===== src/design/cfah_pkg.sv =====
// ----------------------------------------------------------------------------
// cfah_pkg
// Types, constants and helper functions of the case-folded Adler hash.
// ----------------------------------------------------------------------------
package cfah_pkg;

  localparam logic [15:0] ModBase = 16'd65521;

  localparam int QDepth = 2;
  localparam int QPtrW  = $clog2(QDepth);
  localparam int QCntW  = $clog2(QDepth + 1);

  // One classified request as it travels from the front end to the back end.
  typedef struct packed {
    logic [7:0] data_byte;
    logic       has_byte;
    logic       last;
  } cfah_item_t;

  // Queue status as seen by the front and back ends.
  typedef struct packed {
    logic full;
    logic not_empty;
  } cfah_q_status_t;

  // Upper-case ASCII letters map to lower case; every other byte passes.
  function automatic logic [7:0] fold_case(input logic [7:0] b);
    logic [7:0] r;
    r = b;
    if (b >= 8'h41 && b <= 8'h5A) begin
      r = b + 8'h20;
    end
    return r;
  endfunction

  // Both operands are below the modulus, so one conditional subtract suffices.
  function automatic logic [15:0] add_mod(input logic [15:0] a, input logic [15:0] b);
    logic [16:0] s;
    s = {1'b0, a} + {1'b0, b};
    if (s >= {1'b0, ModBase}) begin
      s = s - {1'b0, ModBase};
    end
    return s[15:0];
  endfunction

endpackage


===== src/design/cfah_front.sv =====
// ----------------------------------------------------------------------------
// cfah_front
// Accepts input requests, folds case and drops items that carry no work.
// ----------------------------------------------------------------------------
module cfah_front (
  input  logic                   s_valid_i,
  input  logic [7:0]             s_data_byte_i,
  input  logic                   s_has_byte_i,
  input  logic                   s_last_i,
  output logic                   s_ready_o,
  input  cfah_pkg::cfah_q_status_t q_status_i,
  output logic                   push_o,
  output cfah_pkg::cfah_item_t   push_item_o
);
  import cfah_pkg::*;

  assign s_ready_o = !q_status_i.full;

  // An item with neither a byte nor the end mark leaves the state alone.
  assign push_o = s_valid_i && s_ready_o && (s_has_byte_i || s_last_i);

  assign push_item_o.data_byte = fold_case(s_data_byte_i);
  assign push_item_o.has_byte  = s_has_byte_i;
  assign push_item_o.last      = s_last_i;

endmodule


===== src/design/cfah_queue.sv =====
// ----------------------------------------------------------------------------
// cfah_queue
// Two-entry queue that decouples the front end from the back end.
// ----------------------------------------------------------------------------
module cfah_queue (
  input  logic                     clk_i,
  input  logic                     rst_ni,
  input  logic                     push_i,
  input  cfah_pkg::cfah_item_t     push_item_i,
  input  logic                     pop_i,
  output cfah_pkg::cfah_item_t     head_item_o,
  output cfah_pkg::cfah_q_status_t status_o
);
  import cfah_pkg::*;

  cfah_item_t             entry_q [QDepth];
  logic [QPtrW-1:0]       wr_ptr_q, wr_ptr_d;
  logic [QPtrW-1:0]       rd_ptr_q, rd_ptr_d;
  logic [QCntW-1:0]       cnt_q, cnt_d;

  assign status_o.full      = (cnt_q == QCntW'(QDepth));
  assign status_o.not_empty = (cnt_q != '0);
  assign head_item_o        = entry_q[rd_ptr_q];

  always_comb begin
    wr_ptr_d = wr_ptr_q;
    rd_ptr_d = rd_ptr_q;
    cnt_d    = cnt_q;
    if (push_i) begin
      wr_ptr_d = (wr_ptr_q == QPtrW'(QDepth - 1)) ? '0 : wr_ptr_q + 1'b1;
    end
    if (pop_i) begin
      rd_ptr_d = (rd_ptr_q == QPtrW'(QDepth - 1)) ? '0 : rd_ptr_q + 1'b1;
    end
    if (push_i && !pop_i) begin
      cnt_d = cnt_q + 1'b1;
    end else if (!push_i && pop_i) begin
      cnt_d = cnt_q - 1'b1;
    end
  end

  always_ff @(posedge clk_i or negedge rst_ni) begin
    if (!rst_ni) begin
      wr_ptr_q <= '0;
      rd_ptr_q <= '0;
      cnt_q    <= '0;
    end else begin
      wr_ptr_q <= wr_ptr_d;
      rd_ptr_q <= rd_ptr_d;
      cnt_q    <= cnt_d;
    end
  end

  always_ff @(posedge clk_i) begin
    if (push_i) begin
      entry_q[wr_ptr_q] <= push_item_i;
    end
  end

endmodule


===== src/design/cfah_back.sv =====
// ----------------------------------------------------------------------------
// cfah_back
// Updates both running sums and holds the finished hash for the output.
// ----------------------------------------------------------------------------
module cfah_back (
  input  logic                     clk_i,
  input  logic                     rst_ni,
  input  cfah_pkg::cfah_q_status_t q_status_i,
  input  cfah_pkg::cfah_item_t     head_item_i,
  output logic                     pop_o,
  output logic                     m_valid_o,
  input  logic                     m_ready_i,
  output logic [31:0]              m_hash_value_o
);
  import cfah_pkg::*;

  logic [15:0] low_sum_q, low_sum_d;
  logic [15:0] high_sum_q, high_sum_d;
  logic [15:0] low_new, high_new;
  logic        out_valid_q, out_valid_d;
  logic [31:0] out_hash_q, out_hash_d;

  // Only an end item needs the output register; it waits while a held hash is not yet taken.
  assign pop_o = q_status_i.not_empty &&
                 (!head_item_i.last || !out_valid_q || m_ready_i);

  assign low_new  = head_item_i.has_byte ?
                    add_mod(low_sum_q, {8'h00, head_item_i.data_byte}) : low_sum_q;
  assign high_new = head_item_i.has_byte ? add_mod(high_sum_q, low_new) : high_sum_q;

  always_comb begin
    low_sum_d   = low_sum_q;
    high_sum_d  = high_sum_q;
    out_hash_d  = out_hash_q;
    out_valid_d = out_valid_q && !m_ready_i;
    if (pop_o) begin
      if (head_item_i.last) begin
        out_hash_d  = {high_new, low_new};
        out_valid_d = 1'b1;
        low_sum_d   = '0;
        high_sum_d  = '0;
      end else begin
        low_sum_d  = low_new;
        high_sum_d = high_new;
      end
    end
  end

  always_ff @(posedge clk_i or negedge rst_ni) begin
    if (!rst_ni) begin
      low_sum_q   <= '0;
      high_sum_q  <= '0;
      out_valid_q <= 1'b0;
    end else begin
      low_sum_q   <= low_sum_d;
      high_sum_q  <= high_sum_d;
      out_valid_q <= out_valid_d;
    end
  end

  always_ff @(posedge clk_i) begin
    out_hash_q <= out_hash_d;
  end

  assign m_valid_o      = out_valid_q;
  assign m_hash_value_o = out_hash_q;

endmodule


===== src/design/case_folded_adler_hash.sv =====
// ----------------------------------------------------------------------------
// case_folded_adler_hash
// Case-insensitive Adler-32 style hash of an identifier, one byte a request.
// ----------------------------------------------------------------------------
//
//   Channel   Direction  Request content
//   s_axis    in         tdata = data_byte, tuser = has_byte, tlast = last
//   m_axis    out        tdata = hash_value (high sum 31..16, low sum 15..0)
//
// The block takes one input request per cycle while its queue is not full,
// and an end request produces its hash in the output register at the same
// edge at which it leaves the two-entry queue. Its pace is set by the back
// end, which folds each byte into both registered sums through two
// add-and-reduce steps in a chain.
// Reset is asynchronous and active low; it clears both sums and all valid
// state, and no clearing pass follows, so a request is taken right away.
// While a finished hash waits on m_axis, byte requests keep flowing; the
// queue fills only when a second end request meets the held hash.
// ----------------------------------------------------------------------------
module case_folded_adler_hash (
  input  logic        clk_i,
  input  logic        rst_ni,
  input  logic        s_axis_tvalid_i,
  output logic        s_axis_tready_o,
  input  logic [7:0]  s_axis_tdata_i,   // [7:0] data_byte
  input  logic        s_axis_tuser_i,   // [0] has_byte
  input  logic        s_axis_tlast_i,
  output logic        m_axis_tvalid_o,
  input  logic        m_axis_tready_i,
  output logic [31:0] m_axis_tdata_o    // [31:0] hash_value
);
  import cfah_pkg::*;

  cfah_q_status_t q_status;
  cfah_item_t     push_item;
  cfah_item_t     head_item;
  logic           push;
  logic           pop;

  // The front end folds case and filters out requests that carry no work.
  cfah_front u_front (
    .s_valid_i     (s_axis_tvalid_i),
    .s_data_byte_i (s_axis_tdata_i),
    .s_has_byte_i  (s_axis_tuser_i),
    .s_last_i      (s_axis_tlast_i),
    .s_ready_o     (s_axis_tready_o),
    .q_status_i    (q_status),
    .push_o        (push),
    .push_item_o   (push_item)
  );

  // The queue lets the input side run while the output side is stalled.
  cfah_queue u_queue (
    .clk_i       (clk_i),
    .rst_ni      (rst_ni),
    .push_i      (push),
    .push_item_i (push_item),
    .pop_i       (pop),
    .head_item_o (head_item),
    .status_o    (q_status)
  );

  // The back end keeps the sums modulo 65521 and emits the hash on an end request.
  cfah_back u_back (
    .clk_i          (clk_i),
    .rst_ni         (rst_ni),
    .q_status_i     (q_status),
    .head_item_i    (head_item),
    .pop_o          (pop),
    .m_valid_o      (m_axis_tvalid_o),
    .m_ready_i      (m_axis_tready_i),
    .m_hash_value_o (m_axis_tdata_o)
  );

endmodule


===== config.mk =====
export PLATFORM = sky130hd
export DESIGN_NAME = case_folded_adler_hash
export DESIGN_NICKNAME = d
export VERILOG_FILES = /design/src/design/cfah_pkg.sv /design/src/design/cfah_front.sv /design/src/design/cfah_queue.sv /design/src/design/cfah_back.sv /design/src/design/case_folded_adler_hash.sv
export SDC_FILE = /design/constraint.sdc
export NUM_CORES = 1
export LEC_CHECK = 0
export BUFFER_PORTS_ARGS = -buffer_cell sky130_fd_sc_hd__buf_2
export CELL_PAD_IN_SITES_DETAIL_PLACEMENT = 1
export CELL_PAD_IN_SITES_GLOBAL_PLACEMENT = 1
export CORE_ASPECT_RATIO = 0.75
export CORE_MARGIN = 4
export CORE_UTILIZATION = 40
export CTS_BUF_LIST = sky130_fd_sc_hd__clkbuf_4
export CTS_CLUSTER_SIZE = 24
export DETAILED_ROUTE_END_ITERATION = 10
export HOLD_SLACK_MARGIN = 0.12
export PLACE_DENSITY_LB_ADDON = 0.15
export SYNTH_ARGS = -nofsm -noshare
export SYNTH_HDL_FRONTEND = slang
export SYNTH_SLANG_ARGS = --single-unit

===== constraint.sdc =====
create_clock -name clk_i -period 6.9 [get_ports clk_i]
set_clock_uncertainty 0.2 [all_clocks]
set_input_delay 0.69 -clock clk_i [delete_from_list [all_inputs] [get_ports clk_i]]
set_output_delay 0.69 -clock clk_i [all_outputs]
set_load 0.05 [all_outputs]

After elaboration in Yosys (flattened, before gate mapping) --
Memories as Yosys holds them, arrays and structs flattened. Index checks and enable logic that the tools add are counted.
Word-level totals: output and inout bits 34, memories 1, RAM bits 20, input bits 14, register bits 69
Memories:
- u_queue.entry_q | words 2, bits a word 10, read ports 1, clocked after memory_dff 0, wr ports 1, line cfah_queue.sv:16 | cfah_item_t entry_q [QDepth];
Operators by class: $lt $le $gt $ge 4, reduce and logical (&&, ||, !) cells 19, add/sub/neg operators 9, multiplexer cells 15, equality and inequality tests 1
Operators with widths (count):
- 16-bit two-way mux | 6
- 17-bit by 16-bit greater-or-equal comparator with 1-bit output (second input constant) | 2
- 16-bit subtractor (second input constant) | 2
- 16-bit by 16-bit adder with 17-bit output | 1
- 16-bit by 8-bit adder with 17-bit output | 1
- 8-bit by 6-bit adder with 8-bit output (second input constant) | 1
- 8-bit by 7-bit greater-or-equal comparator with 1-bit output (second input constant) | 1
- 8-bit by 7-bit <= comparator with 1-bit output (second input constant) | 1
- 8-bit two-way mux | 1
- 1-bit logical AND | 7
- 1-bit zero test | 6
- 1-bit two-way mux | 6
- 2-bit two-way mux | 2
- 2-bit nonzero test | 2
- 1-bit logical OR | 3
- 1-bit adder (second input constant) | 2
- 2-bit by 1-bit adder with 2-bit output (second input constant) | 1
- 2-bit equality test (second input constant) | 1
- 2-bit AND reduction | 1
- 2-bit by 1-bit subtractor with 2-bit output (second input constant) | 1

Depth between registers and ports, before layout --
An unclocked memory read counts as a cell.
depth after elaboration 10, mapped depth 28

Modules after synthesis --
A second synthesis with hierarchy kept.
Unflattened totals: cell total of the unflattened synthesis 641, area, all modules 6219.7 µm²
By module, submodules not included:
- cfah_back | times used 1, cells each 574, area an instance 5124.9 µm²
- cfah_queue | times used 1, cells each 47, area an instance 949.7 µm²
- cfah_front | times used 1, cells each 20, area an instance 145.1 µm²

Least setup slack after synthesis --
Ideal clock, no wire load.
path type register to register, start point reg u_queue.rd_ptr_q, end point reg u_back.out_hash_q[25] (netlist: u_back.m_hash_value_o[25]) (data pin), library setup time 0.274 ns, data required time 6.426 ns, setup slack -0.718 ns, arrival 7.144 ns, cell stages (with the launch flop) 29, path through dfrtp_1 buf_1 mux2_2 ha_1 fa_1 a21o_1 a221oi_1 xnor2_1 nor4bb_1 nand3_1 o41ai_2 buf_2 xnor2_1 o21ai_0 ha_1 inv_1 fa_1 nand3b_2 and2_4 buf_6 o41ai_4 nor4b_1 or3b_1 buf_6 nor4_4 a31oi_4 clkbuf_1 o21ai_1 a31oi_1
On the way: cells in the longest elaborated chain, start to end 9, elaborated cells between the ends (all ways) 11, those cells by class add/sub (4); order compare (2); mux (4); memory (1)
RTL lines:
- start, declared | line cfah_queue.sv:18 | logic [QPtrW-1:0] rd_ptr_q, rd_ptr_d;
- start signal, assigned | line cfah_queue.sv:49 | rd_ptr_q <= rd_ptr_d;
- memory 2 x 10 bit (*)
- 16-bit by 8-bit adder with 17-bit output | line cfah_pkg.sv:39 | s = {1'b0, a} + {1'b0, b};
- 16-bit subtractor or 17-bit by 16-bit greater-or-equal comparator with 1-bit output (tied branches) | line cfah_pkg.sv:41, cfah_pkg.sv:40
- 16-bit two-way mux | line cfah_pkg.sv:40 | if (s >= {1'b0, ModBase}) begin
- 16-bit two-way mux (*) | line cfah_back.sv:27 | assign low_new = head_item_i.has_byte ?
- net u_back.low_new[0] | line cfah_back.sv:19 | logic [15:0] low_new, high_new;
- 16-bit by 16-bit adder with 17-bit output (*) | line cfah_pkg.sv:39
- 16-bit subtractor or 17-bit by 16-bit greater-or-equal comparator with 1-bit output (tied branches) | line cfah_pkg.sv:41, cfah_pkg.sv:40
- 16-bit two-way mux (*) | line cfah_pkg.sv:40
- 16-bit two-way mux (*) | line cfah_back.sv:29 | assign high_new = head_item_i.has_byte ? add_mod(high_sum_q, low_new) : high_sum_q;
- net u_back.high_new[9] | line cfah_back.sv:19
- end signal, assigned | line cfah_back.sv:62 | out_hash_q <= out_hash_d;
- end, declared | line cfah_back.sv:21 | logic [31:0] out_hash_q, out_hash_d;
Mark *: on every way through the listed nets, which the timed path passes. The rest lies on a longest branch. A chain may end at the register's enable or synchronous reset.

Final worst setup path --
start point reg u_queue.rd_ptr_q, end point reg u_back.out_hash_q[19] (netlist: u_back.m_hash_value_o[19]) (data pin)
Same word-level chain as after synthesis.

==> summary.md <==
| Metric | Value |
|---|---|
| Result of the run | finished, violations left |
| Violated checks | negative setup slack |
| Overall track demand over capacity in global routing | 0.242 |
| Instance count after placement with tap cells included | 959 |
| Required time worst endpoint | between 7000 and 8000 ps |
| DR WL/cell | 22.4 µm |
| Startpoint of the lowest-slack register-to-register path | u_queue.rd_ptr_q |
| Clock Tree Buf Depth | 2 |
| Chip height | about 120 µm |
| Overflow left after global routing | 0 |
| GRT met3 Usage | 0.0397 |
| Yosys top cell by area | sky130_fd_sc_hd__edfxtp_1 |
| Post-CTS clock slew at the launch and capture registers of the worst setup and hold paths | between 150 and 200 ps |
| GRT busiest layer | met2 |
| Ports placed on the boundary | 48 |
| Most frequent cell after synthesis | sky130_fd_sc_hd__nand2_1 |
| Fin crit share | 1.01 |
| Synth Register Bits | 89 |
| DR DRC count | 0 |
| Worst setup path category | flop to flop |
| Final RePlAce weighted congestion | about 0.92 |
| Number of antenna-violating nets in the routed design | 0 |
| Synth unique cells | 81 |
| Peak fanout along the critical path | 8 |
| Worst-case setup margin in the final layout | -89.0 ps |
| Syn_nets | 732 |
| Critical Path AT | 7120 ps |
| Chip Width | between 150 and 200 µm |
| Slowest Stage Delay on Critical Path | about 470 ps |
| Sequential share of the synthesized area | 0.392 |
| Number of sinks driven by the clock tree | 89 |
| Number of antenna diodes | 0 |
| Post-detailed-placement half-perimeter wirelength | about 16000 µm |
| Slew headroom | 0.239 |
| H-tree Lvls | 3 |
| Post-layout instance count excluding filler cells | between 1000 and 1500 |
| Yosys top cell area share | 0.246 |
| Post-layout net count | approximately 840 |
| Pin count of the biggest net entering global routing | 50 |
| Via total after detailed routing | roughly 6200 |
| Later-pin clock latency in the skew report | between 400 and 500 ps |
| Cell types with the largest area share after synthesis | sky130_fd_sc_hd__edfxtp_1 25%, sky130_fd_sc_hd__dfrtp_1 15%, sky130_fd_sc_hd__ha_1 6.3% |
| Final max-slew violation count | 0 |
| Reg2reg setup slack | -90 ps |
| Most common cell type on the critical path | sky130_fd_sc_hd__buf_4 |
| Met1 Usage GRT | 0.333 |
| Area enclosed by the die boundary | about 18000 µm² |
| Synthesized area divided by synthesized cell count | roughly 9.3 µm² |
| Count of standard-cell rows | 39 |
| Met2 routing resource usage after global routing | 0.408 |
| Drt first-iter violations | 443 |
| Worst Max-Slew Pin Slew | 1140 ps |
| Count of final setup violators | 18 |
| Area growth, synth to finish | 23.8% |
| TritonCTS clock tree | done |
| Launching element type of the critical path | flop |
| Post-synth design cell area | roughly 6300 µm² |
| Synth cell count leaders | 59 x sky130_fd_sc_hd__nand2_1, 52 x sky130_fd_sc_hd__edfxtp_1, 48 x sky130_fd_sc_hd__nor2_1 |
| DP Area | between 7000 and 8000 µm² |
| Endpoint of the worst register-to-register path | u_back.m_hash_value_o[19] |
| Starting density of the core | 0.413 |
| Post-synth EDFFs | 52 |
| Mapped Cells | 684 |
| Number of search-and-repair iterations in the first detailed-routing pass | 5 |
| Core Box Area | between 15000 and 20000 µm² |
| Wire length of the first global-routing pass | approximately 34000 µm |
| Critical Path Start | u_queue.rd_ptr_q |
| Total of max-cap violations | 0 |
| Hold crit path type | primary input to asynchronous set/reset pin |
| CP endpoint kind | flop |
| Count of endpoints failing hold in the final timing report | 0 |
| CTS root buf | sky130_fd_sc_hd__clkbuf_4 |
| Initial antenna violation count | 1 |
| Worst R2R Path Depth | 28 |
| Crit-path slowest cell | sky130_fd_sc_hd__dfrtp_2 |
| Routed vias/inst | 6.16 |
| YS warnings | 0 |
| Post-synth ARST share | 0.416 |
| Post-layout minimum cycle time | 6990 ps |
| Via count of the first global-routing pass | roughly 6300 |
| Top flip-flop cell by instance count after synthesis | sky130_fd_sc_hd__edfxtp_1 |
| Detailed-route wire length | roughly 22000 µm |
| Fmax | between 100 and 150 MHz |
| Total clock buffers created by CTS | 9 |
| RSZ-0062 raised after global routing | true |
| Layout cell share with drive strength beyond 1 | 0.298 |
| Port-buffer cells | 47 |
| Minimum setup slack after placement | -254 ps |
| Post-Layout Inst Area | roughly 7900 µm² |
final cells by class:
| type | count | area [µm²] |
|---|---|---|
| Clock buffer | 9 | 67.6 |
| Clock inverter | 7 | 52.6 |
| Fill cell | 1777 | 7510 |
| Inverter | 20 | 75.1 |
| Multi-Input combinational cell | 543 | 3990 |
| Sequential cell | 89 | 2490 |
| Tap cell | 205 | 256 |
| Timing Repair Buffer | 133 | 928 |
placed cells by master (no fill, tap or decap), types with 21 or more instances in the layout:
master and count:
sky130_fd_sc_hd__a21oi_1 41, sky130_fd_sc_hd__a31oi_1 21, sky130_fd_sc_hd__buf_2 47, sky130_fd_sc_hd__buf_4 78, sky130_fd_sc_hd__dfrtp_1 36, sky130_fd_sc_hd__edfxtp_1 52
sky130_fd_sc_hd__ha_1 22, sky130_fd_sc_hd__nand2_1 58, sky130_fd_sc_hd__nand3_1 33, sky130_fd_sc_hd__nor2_1 45, sky130_fd_sc_hd__o21ai_0 27
state kept, by name, indices dropped and copies added, names as in the netlist:
name                   cells
u_back.m_hash_value_o     32
u_queue.entry_q           20
u_back.high_sum_q         16
u_back.low_sum_q          16
u_queue.cnt_q              2
u_back.m_valid_o           1
u_queue.rd_ptr_q           1
u_queue.wr_ptr_q           1
cell families after synthesis:
family | synth area share
simple gates | 0.213
compound gates | 0.222
flops | 0.392
mux | 0.0305
buf+inv | 0.0361
xor+xnor | 0.0372
fa+ha+maj | 0.0694
worst max-delay path by stage:
stage	endpoint	slack [ps]	depth (start not counted)
after floorplan	u_back.m_hash_value_o[25]	60	28
after global placement	u_back.m_hash_value_o[26]	9	23
after detailed placement	u_back.m_hash_value_o[16]	-250	25
after CTS	u_back.m_hash_value_o[26]	2	26
after global routing	u_back.m_hash_value_o[21]	-320	28
final	u_back.m_hash_value_o[19]	-90	28
layer usage:
metal,part of all wire,up-vias
met1,0.46,3141
li1,-,2849
met5,0,-
met4,0.014,0
met3,0.056,25
met2,0.47,181
critical path, delay by kind of cell (launching register included):
kind                     cells  cell delay [ps]
AO/OA/AOI/OAI                7             1810
XOR/XNOR                     2              200
adder cells (fa/ha/maj)      4             1120
buffers and inverters        6              990
flip-flops                   1              470
multiplexers                 1              320
AND/OR/NAND/NOR              8             1690
per-stage QoR:
stage,utilization,hold WS (ps),setup TNS [ps]
4_1_cts,0.485,182,0
3_3_place_gp,0.468,270,0
2_1_floorplan,-,194,0
6_report,0.511,186,-845
3_5_place_dp,0.468,289,-3720
5_1_grt,0.511,174,-6140
timing repair:
action	in CTS	in global routing
setup endpoints to repair	30	32
hold buffers	0	0
buffers inserted	6	24
pin swaps	8	36
gates cloned	0	1
resized for setup	17	47
Power is not shown: default switching activity piles up to over one toggle a cycle in this logic, so the estimate is an artifact.
